--- config.mk ---
export PLATFORM = sky130hd
export DESIGN_NAME = prefix_expression_evaluator
export DESIGN_NICKNAME = d
export VERILOG_FILES = /design/src/sv/pee_pkg.sv /design/src/sv/pee_alu.sv /design/src/sv/prefix_expression_evaluator.sv
export SDC_FILE = /design/constraint.sdc
export NUM_CORES = 2
export LEC_CHECK = 0
export BUFFER_PORTS_ARGS = -buffer_cell sky130_fd_sc_hd__buf_2
export CAP_MARGIN = 20
export CORE_AREA = 2 2 347 349
export CTS_CLUSTER_DIAMETER = 120
export DETAILED_ROUTE_END_ITERATION = 10
export DIE_AREA = 0 0 349 351
export GPL_ROUTABILITY_DRIVEN = 0
export PLACE_DENSITY_LB_ADDON = 0.15
export SYNTH_ARGS = -nofsm -noshare
export SYNTH_HDL_FRONTEND = slang
export SYNTH_SLANG_ARGS = --single-unit
--- constraint.sdc ---
create_clock -name clk -period 10.1 [get_ports clk]
set_input_delay 0.505 -clock clk [delete_from_list [all_inputs] [get_ports clk]]
set_output_delay 0.505 -clock clk [all_outputs]
set_load 0.05 [all_outputs]
--- src/sv/pee_pkg.sv ---
`timescale 1ns / 1ps
// ----------------------------------------------------------------------------
// pee_pkg: shared definitions for the prefix expression evaluator
// Character codes, status codes, operation codes and the request/response
// types between the sequencer and the shared arithmetic unit.
// ----------------------------------------------------------------------------
package pee_pkg;

  // Default operand stack depth
  localparam int STACK_DEPTH_DEF = 32;

  // Value width
  localparam int VAL_W = 32;

  // ASCII codes of interest
  localparam logic [7:0] CH_0     = 8'h30;
  localparam logic [7:0] CH_9     = 8'h39;
  localparam logic [7:0] CH_PLUS  = 8'h2B;
  localparam logic [7:0] CH_MINUS = 8'h2D;
  localparam logic [7:0] CH_STAR  = 8'h2A;
  localparam logic [7:0] CH_SLASH = 8'h2F;

  // Status codes
  localparam logic [1:0] ST_OK    = 2'd0;
  localparam logic [1:0] ST_UNDER = 2'd1;
  localparam logic [1:0] ST_OVER  = 2'd2;
  localparam logic [1:0] ST_DIVZ  = 2'd3;

  // Arithmetic unit operations
  localparam logic [1:0] OP_ADD = 2'd0;
  localparam logic [1:0] OP_SUB = 2'd1;
  localparam logic [1:0] OP_MUL = 2'd2;
  localparam logic [1:0] OP_DIV = 2'd3;

  typedef struct packed {
    logic             start;
    logic [1:0]       op;
    logic [VAL_W-1:0] a;
    logic [VAL_W-1:0] b;
  } alu_req_t;

  typedef struct packed {
    logic             done;
    logic [VAL_W-1:0] result;
  } alu_rsp_t;

endpackage

--- src/sv/pee_alu.sv ---
`timescale 1ns / 1ps
// ----------------------------------------------------------------------------
// pee_alu: shared arithmetic unit
// Add, subtract and low-word multiply finish in the cycle after start. Signed
// division runs a restoring shift-subtract loop, one quotient bit per cycle,
// and truncates toward zero. The divisor is never zero here.
// ----------------------------------------------------------------------------
module pee_alu (
  input  logic              clk,
  input  logic              rst_n,
  input  pee_pkg::alu_req_t req,
  output pee_pkg::alu_rsp_t rsp
);
  import pee_pkg::*;

  localparam int CNT_W = $clog2(VAL_W);

  logic             busy_r;
  logic             fin_r;
  logic             done_r;
  logic [CNT_W-1:0] cnt_r;
  logic             neg_r;
  logic [VAL_W-1:0] rem_r;
  logic [VAL_W-1:0] quo_r;
  logic [VAL_W-1:0] dvs_r;
  logic [VAL_W-1:0] res_r;

  logic [VAL_W-1:0] abs_a;
  logic [VAL_W-1:0] abs_b;
  logic [VAL_W:0]   rem_sh;
  logic [VAL_W:0]   rem_dif;

  // Magnitudes of the operands
  assign abs_a = req.a[VAL_W-1] ? (~req.a + 1'b1) : req.a;
  assign abs_b = req.b[VAL_W-1] ? (~req.b + 1'b1) : req.b;

  // One restoring division step
  assign rem_sh  = {rem_r, quo_r[VAL_W-1]};
  assign rem_dif = rem_sh - {1'b0, dvs_r};

  // Control
  always_ff @(posedge clk) begin
    if (!rst_n) begin
      busy_r <= 1'b0;
      fin_r  <= 1'b0;
      done_r <= 1'b0;
      cnt_r  <= '0;
    end else begin
      done_r <= 1'b0;
      fin_r  <= 1'b0;
      if (req.start) begin
        if (req.op == OP_DIV) begin
          busy_r <= 1'b1;
          cnt_r  <= '0;
        end else begin
          done_r <= 1'b1;
        end
      end else if (busy_r) begin
        cnt_r <= cnt_r + 1'b1;
        if (cnt_r == CNT_W'(VAL_W - 1)) begin
          busy_r <= 1'b0;
          fin_r  <= 1'b1;
        end
      end else if (fin_r) begin
        done_r <= 1'b1;
      end
    end
  end

  // Datapath
  always_ff @(posedge clk) begin
    if (req.start) begin
      case (req.op)
        OP_ADD:  res_r <= req.a + req.b;
        OP_SUB:  res_r <= req.a - req.b;
        OP_MUL:  res_r <= req.a * req.b;
        default: begin
          rem_r <= '0;
          quo_r <= abs_a;
          dvs_r <= abs_b;
          neg_r <= req.a[VAL_W-1] ^ req.b[VAL_W-1];
        end
      endcase
    end else if (busy_r) begin
      if (!rem_dif[VAL_W]) begin
        rem_r <= rem_dif[VAL_W-1:0];
        quo_r <= {quo_r[VAL_W-2:0], 1'b1};
      end else begin
        rem_r <= rem_sh[VAL_W-1:0];
        quo_r <= {quo_r[VAL_W-2:0], 1'b0};
      end
    end else if (fin_r) begin
      res_r <= neg_r ? (~quo_r + 1'b1) : quo_r;
    end
  end

  assign rsp.done   = done_r;
  assign rsp.result = res_r;

endmodule

--- src/sv/prefix_expression_evaluator.sv ---
`timescale 1ns / 1ps
// ----------------------------------------------------------------------------
// prefix_expression_evaluator: stack-based prefix expression evaluation
// Takes expression characters right to left; digits push, operators pop the
// left then the right operand and push the result. The last character emits
// the top of stack and a sticky status, then clears the stack.
// ----------------------------------------------------------------------------
//  Channel | Ports                         | Direction
//  --------+-------------------------------+----------
//  input   | in_valid in_stall in_symbol   | in (stall out)
//          | in_last                       |
//  result  | out_valid out_stall out_value | out (stall in)
//          | out_status                    |
//
//  A digit is pushed when accepted; any other symbol pops the left operand,
//  then the right one, then dispatches. Add/sub/multiply then wait on the
//  shared unit; a nonzero divide runs 32 quotient bits, one per cycle, then
//  sign fix-up and handoff in the shared unit. A last character then reads the top.
//  Synchronous active-low reset empties the stack and clears the status.
//  in_stall is high while a transaction is in progress; a result waiting on
//  out_stall blocks only the next final character.
// ----------------------------------------------------------------------------
module prefix_expression_evaluator #(
  parameter int STACK_DEPTH = pee_pkg::STACK_DEPTH_DEF
) (
  input  logic                       clk,
  input  logic                       rst_n,
  input  logic                       in_valid,
  output logic                       in_stall,
  input  logic [7:0]                 in_symbol,
  input  logic                       in_last,
  output logic                       out_valid,
  input  logic                       out_stall,
  output logic signed [pee_pkg::VAL_W-1:0] out_value,
  output logic [1:0]                 out_status
);
  import pee_pkg::*;

  localparam int AW = $clog2(STACK_DEPTH);
  localparam int CW = $clog2(STACK_DEPTH + 1);

  localparam logic [2:0] S_IDLE  = 3'd0;
  localparam logic [2:0] S_POPB  = 3'd1;
  localparam logic [2:0] S_EXEC  = 3'd2;
  localparam logic [2:0] S_ALU   = 3'd3;
  localparam logic [2:0] S_RDTOP = 3'd4;
  localparam logic [2:0] S_OUT   = 3'd5;

  logic [2:0]       state_r, state_nxt;
  logic [CW-1:0]    count_r, count_nxt;
  logic [1:0]       err_r, err_nxt;
  logic [7:0]       sym_r;
  logic             last_r;
  logic             a_empty_r, a_empty_nxt;
  logic             b_empty_r, b_empty_nxt;
  logic [VAL_W-1:0] a_r, a_nxt;
  logic [VAL_W-1:0] rd_data_r;
  logic [AW-1:0]    rd_addr;
  logic             push_en;
  logic [VAL_W-1:0] push_val;
  logic             wr_en;
  logic             note_under, note_divz;
  logic             out_load;
  logic             out_valid_r;
  logic [VAL_W-1:0] out_value_r;
  logic [1:0]       out_status_r;
  logic             in_accept;
  logic [2:0]       after_item;
  logic [VAL_W-1:0] b_val;
  alu_req_t         alu_req;
  alu_rsp_t         alu_rsp;

  logic [VAL_W-1:0] stack_mem [STACK_DEPTH];

  assign in_stall  = (state_r != S_IDLE);
  assign in_accept = in_valid && !in_stall;
  assign after_item = last_r ? S_RDTOP : S_IDLE;
  assign b_val     = b_empty_r ? '0 : rd_data_r;
  assign rd_addr   = AW'(count_r - 1'b1);

  // Sequencer
  always_comb begin
    state_nxt   = state_r;
    count_nxt   = count_r;
    err_nxt     = err_r;
    a_nxt       = a_r;
    a_empty_nxt = a_empty_r;
    b_empty_nxt = b_empty_r;
    push_en     = 1'b0;
    push_val    = '0;
    wr_en       = 1'b0;
    note_under  = 1'b0;
    note_divz   = 1'b0;
    out_load    = 1'b0;
    alu_req     = '0;
    alu_req.a   = a_r;
    alu_req.b   = b_val;

    case (state_r)
      S_IDLE: begin
        if (in_accept) begin
          if (in_symbol inside {[CH_0:CH_9]}) begin
            push_en   = 1'b1;
            push_val  = {{(VAL_W-8){1'b0}}, in_symbol - CH_0};
            state_nxt = in_last ? S_RDTOP : S_IDLE;
          end else begin
            // Pop the left operand
            if (count_r == '0) begin
              a_empty_nxt = 1'b1;
              note_under  = 1'b1;
            end else begin
              a_empty_nxt = 1'b0;
              count_nxt   = count_r - 1'b1;
            end
            state_nxt = S_POPB;
          end
        end
      end
      S_POPB: begin
        a_nxt = a_empty_r ? '0 : rd_data_r;
        // Pop the right operand
        if (count_r == '0) begin
          b_empty_nxt = 1'b1;
          note_under  = 1'b1;
        end else begin
          b_empty_nxt = 1'b0;
          count_nxt   = count_r - 1'b1;
        end
        state_nxt = S_EXEC;
      end
      S_EXEC: begin
        case (sym_r)
          CH_PLUS: begin
            alu_req.start = 1'b1;
            alu_req.op    = OP_ADD;
            state_nxt     = S_ALU;
          end
          CH_MINUS: begin
            alu_req.start = 1'b1;
            alu_req.op    = OP_SUB;
            state_nxt     = S_ALU;
          end
          CH_STAR: begin
            alu_req.start = 1'b1;
            alu_req.op    = OP_MUL;
            state_nxt     = S_ALU;
          end
          CH_SLASH: begin
            if (b_val == '0) begin
              note_divz = 1'b1;
              push_en   = 1'b1;
              state_nxt = after_item;
            end else begin
              alu_req.start = 1'b1;
              alu_req.op    = OP_DIV;
              state_nxt     = S_ALU;
            end
          end
          default: state_nxt = after_item;
        endcase
      end
      S_ALU: begin
        if (alu_rsp.done) begin
          push_en   = 1'b1;
          push_val  = alu_rsp.result;
          state_nxt = after_item;
        end
      end
      S_RDTOP: state_nxt = S_OUT;
      S_OUT: begin
        // Emit once the output register is free, then clear
        if (!out_valid_r || !out_stall) begin
          out_load  = 1'b1;
          count_nxt = '0;
          err_nxt   = ST_OK;
          state_nxt = S_IDLE;
        end
      end
      default: state_nxt = S_IDLE;
    endcase

    // Record the first error only
    if (note_under && err_nxt == ST_OK) begin
      err_nxt = ST_UNDER;
    end
    if (note_divz && err_nxt == ST_OK) begin
      err_nxt = ST_DIVZ;
    end

    // Push, dropping it on a full stack
    if (push_en) begin
      if (count_r == CW'(STACK_DEPTH)) begin
        if (err_nxt == ST_OK) begin
          err_nxt = ST_OVER;
        end
      end else begin
        wr_en     = 1'b1;
        count_nxt = count_r + 1'b1;
      end
    end
  end

  // Control registers
  always_ff @(posedge clk) begin
    if (!rst_n) begin
      state_r     <= S_IDLE;
      count_r     <= '0;
      err_r       <= ST_OK;
      out_valid_r <= 1'b0;
    end else begin
      state_r <= state_nxt;
      count_r <= count_nxt;
      err_r   <= err_nxt;
      if (out_load) begin
        out_valid_r <= 1'b1;
      end else if (!out_stall) begin
        out_valid_r <= 1'b0;
      end
    end
  end

  // Item and operand registers
  always_ff @(posedge clk) begin
    if (in_accept) begin
      sym_r  <= in_symbol;
      last_r <= in_last;
    end
    a_r       <= a_nxt;
    a_empty_r <= a_empty_nxt;
    b_empty_r <= b_empty_nxt;
  end

  // Result register
  always_ff @(posedge clk) begin
    if (out_load) begin
      out_value_r  <= (count_r == '0) ? '0 : rd_data_r;
      out_status_r <= (count_r == '0 && err_r == ST_OK) ? ST_UNDER : err_r;
    end
  end

  // Operand stack: write at the fill level, read the top
  always_ff @(posedge clk) begin
    if (wr_en) begin
      stack_mem[count_r[AW-1:0]] <= push_val;
    end
  end

  always_ff @(posedge clk) begin
    rd_data_r <= stack_mem[rd_addr];
  end

  pee_alu u_alu (
    .clk   (clk),
    .rst_n (rst_n),
    .req   (alu_req),
    .rsp   (alu_rsp)
  );

  assign out_valid  = out_valid_r;
  assign out_value  = out_value_r;
  assign out_status = out_status_r;

  // Checks
  a_count_bound: assert property (@(posedge clk) disable iff (!rst_n)
    count_r <= CW'(STACK_DEPTH))
    else $error("stack count beyond depth");

  a_clear_after_out: assert property (@(posedge clk) disable iff (!rst_n)
    out_load |=> (count_r == '0 && err_r == ST_OK))
    else $error("stack not cleared after result");

  a_alu_done_state: assert property (@(posedge clk) disable iff (!rst_n)
    alu_rsp.done |-> (state_r == S_ALU))
    else $error("arithmetic result outside wait state");

  a_out_from_seq: assert property (@(posedge clk) disable iff (!rst_n)
    $rose(out_valid_r) |-> ($past(state_r) == S_OUT))
    else $error("result raised outside output state");

endmodule

==> results.toml <==
[final_layout]
areaGrowthSynthToFinish_pct = 10.2
nets = 5642
drive_gt1_share_pct = 16.2
multi_input_area_mm2 = 0.0306
final_cell_mix = "edfxtp_1 (1230), inv_1 (443), fa_1 (410)"
register_area_mm2 = 0.0380
fillCellCount = 8323
final_common_cell = "edfxtp_1"
final_cell_area_mm2 = 0.0782

[clock_network]
clock_path_buffers = 3
cts_inserted_buffers = 130
htree_levels = 4
cts_hold_buf = 7
clk_latency_ns = 0.77
tritoncts = "yes"
cts.repair.resized = 0
cts.sinks = 1282
clock-root-buffer = "clkbuf_16"
post_cts_buffers = 0
clk_pin_slew_ns = 0.06

[timing]
period_needed_ns = 8.73
max_freq_mhz = 115
finClkSkew_ns = 0.0532
tightest_slew_ns = 1.25
rsz0062_at_grt = "false"
min_period_over_period_pct = 86.4
hold_viol_final = 0
fin_setup_tns_ns = 0
setup_viol = 0
slew_viol_final = 0
relSlewSlack_pct = 15.7

[synthesis]
ys_seq_area_share_pct = 53.5
synthArstFlopShare_pct = 0
synth_top_flop_cell = "edfxtp_1"
synth-seq-cells = 1282
syn-instance-count = 4965
synth_area_mm2 = 0.0709
yosysWarnings = 0
synth_edf_count = 1230
syn_avg_cell_area_um2 = 14.3
ys_types = 84
syn_nets = 5589

[flow_run]
cap_viol_max_count = 0

[global_route]
track_usage_pct = 33.0
grt_pass1_wl_um = 289000
grt_start_max_net_pins = 117
grt-ovfl-total = 0
grt_antenna_before_repair = 22
grt_pass1_vias = 43000

[detailed_routing]
route.vias.total = 43000
drc = 0
wirelength_um = 198000
viasPerCell = 6.44
first_iter_violations = 5628
drtAntennaViolNets = 0
drt_pre_antenna_iters = 7
wl_per_cell_um = 29.6

[hold_path]
whs_path_depth = 1
hold_path_class = "in2reg"

[place]
numPortBuffers = 48
hpwlAfterDp_um = 126000
place_area_mm2 = 0.0735

[worst_setup_path]
critPathMaxFanout = 17
start_kind = "register"
r2r_setup_slack_ns = 1.37
crit_type = "reg2reg"
arrival_ns = 9.21
reg2regPathDepth = 23
crit_path_end_kind = "register"
cp.required_ns = 10.58

[die]
start_util_pct = 59.6
die_area_mm2 = 0.122
die_w_um = 349
die_height_um = 351
core-area_mm2 = 0.119
io_pins = 49
rows = 127

[run_status]
status = "finished, final reports clean"
## layout make-up
cell class | count | area share [%]
antenna | 5 | 0.0160
timing repair buffer | 195 | 1.97
clock inverter | 67 | 1.16
sequential | 1282 | 48.6
tap | 1548 | 2.48
inverter | 445 | 2.14
clock buffer | 174 | 4.51
multi-input combinational | 2964 | 39.2
## cells by family (layout without fill, tap and decap cells)
family | count (synthesis) | after routing | synth area share (%)
buffers and inverters | 719 | 881 | 3.85
DFF | 1282 | 1282 | 53.5
muxes | 362 | 362 | 10.8
xor gates and xnor gates | 250 | 250 | 3.10
and+or+nand+nor | 1235 | 1235 | 8.91
AOI/OAI and AO/OA | 506 | 506 | 4.68
other | 0 | 5 | 0
adders and majority gates | 611 | 611 | 15.1
## critical path, cell delays in order, from the launching register on
cell	delay, ns
edfxtp_1	0.72
nor2b_2	0.82
buf_4	0.37
and2_1	0.17
fa_1	0.41
inv_1	0.09
fa_1	0.43
fa_1	0.49
fa_1	0.55
inv_1	0.05
fa_1	0.49
fa_1	0.57
fa_1	0.45
fa_1	0.46
ha_1	0.40
nand4_1	0.15
or2_2	0.32
o311ai_0	0.56
nand3_1	0.14
nand4b_1	0.17
a21o_1	0.13
a21oi_1	0.07
xnor2_1	0.13
a311o_1	0.34
## final timing paths
path,start,end
hold reg to reg,u_alu.cnt_r[3],u_alu.cnt_r[3]
setup reg to reg,b_empty_r,u_alu.res_r[31]
setup / recovery,b_empty_r,u_alu.res_r[31]
hold / removal,in_symbol[4],sym_r[4]
## Yosys cell counts (53+ instances only)
cell type	instances	area share (%)
a21oi_1	116	0.82
xnor2_1	129	1.6
nor2b_1	84	0.74
xor2_1	120	1.5
inv_1	445	2.4
o21ai_0	126	0.89
mux4_2	320	10
clkbuf_1	235	1.2
o31ai_1	53	0.56
nor2_1	196	1.0
nand2_1	364	1.9
and2_1	367	3.2
fa_1	410	12
edfxtp_1	1230	52
ha_1	201	3.5
## per-layer routing
metal | up-vias | share of wire (%) | track usage (%)
li1 | 17900 | - | -
met1 | 22200 | 39 | 47.3
met2 | 2496 | 46 | 50.4
met3 | 426 | 11 | 7.27
met4 | 8 | 3.5 | 11.6
met5 | - | 0.026 | 0
## registers in the layout (all words and copies together) (netlist names), 8 cells and up
name,cells
u_alu.dvs_r,32
u_alu.rem_r,32
rd_data_r,32
u_alu.res_r,32
stack_mem,1024
a_r,32
out_value,32
sym_r,8
u_alu.quo_r,32
## per-stage QoR
stage | utilization [%] | setup WS (ns) | instances | hold slack [ns]
4_1_cts | 65.5 | 1.45 | 6666 | 0.0000351
5_1_grt | 65.7 | 0.978 | 6676 | 0.0140
3_3_place_gp | 61.7 | 1.13 | 6414 | 0.432
6_report | 65.7 | 1.37 | 6680 | 0.0459
2_1_floorplan | - | 1.80 | 4965 | 0.415
3_5_place_dp | 61.7 | 1.47 | 6418 | 0.451
Power is left out: the tool's default activity adds up to more than one toggle a clock period on the data nets, which glitch-free logic cannot reach.
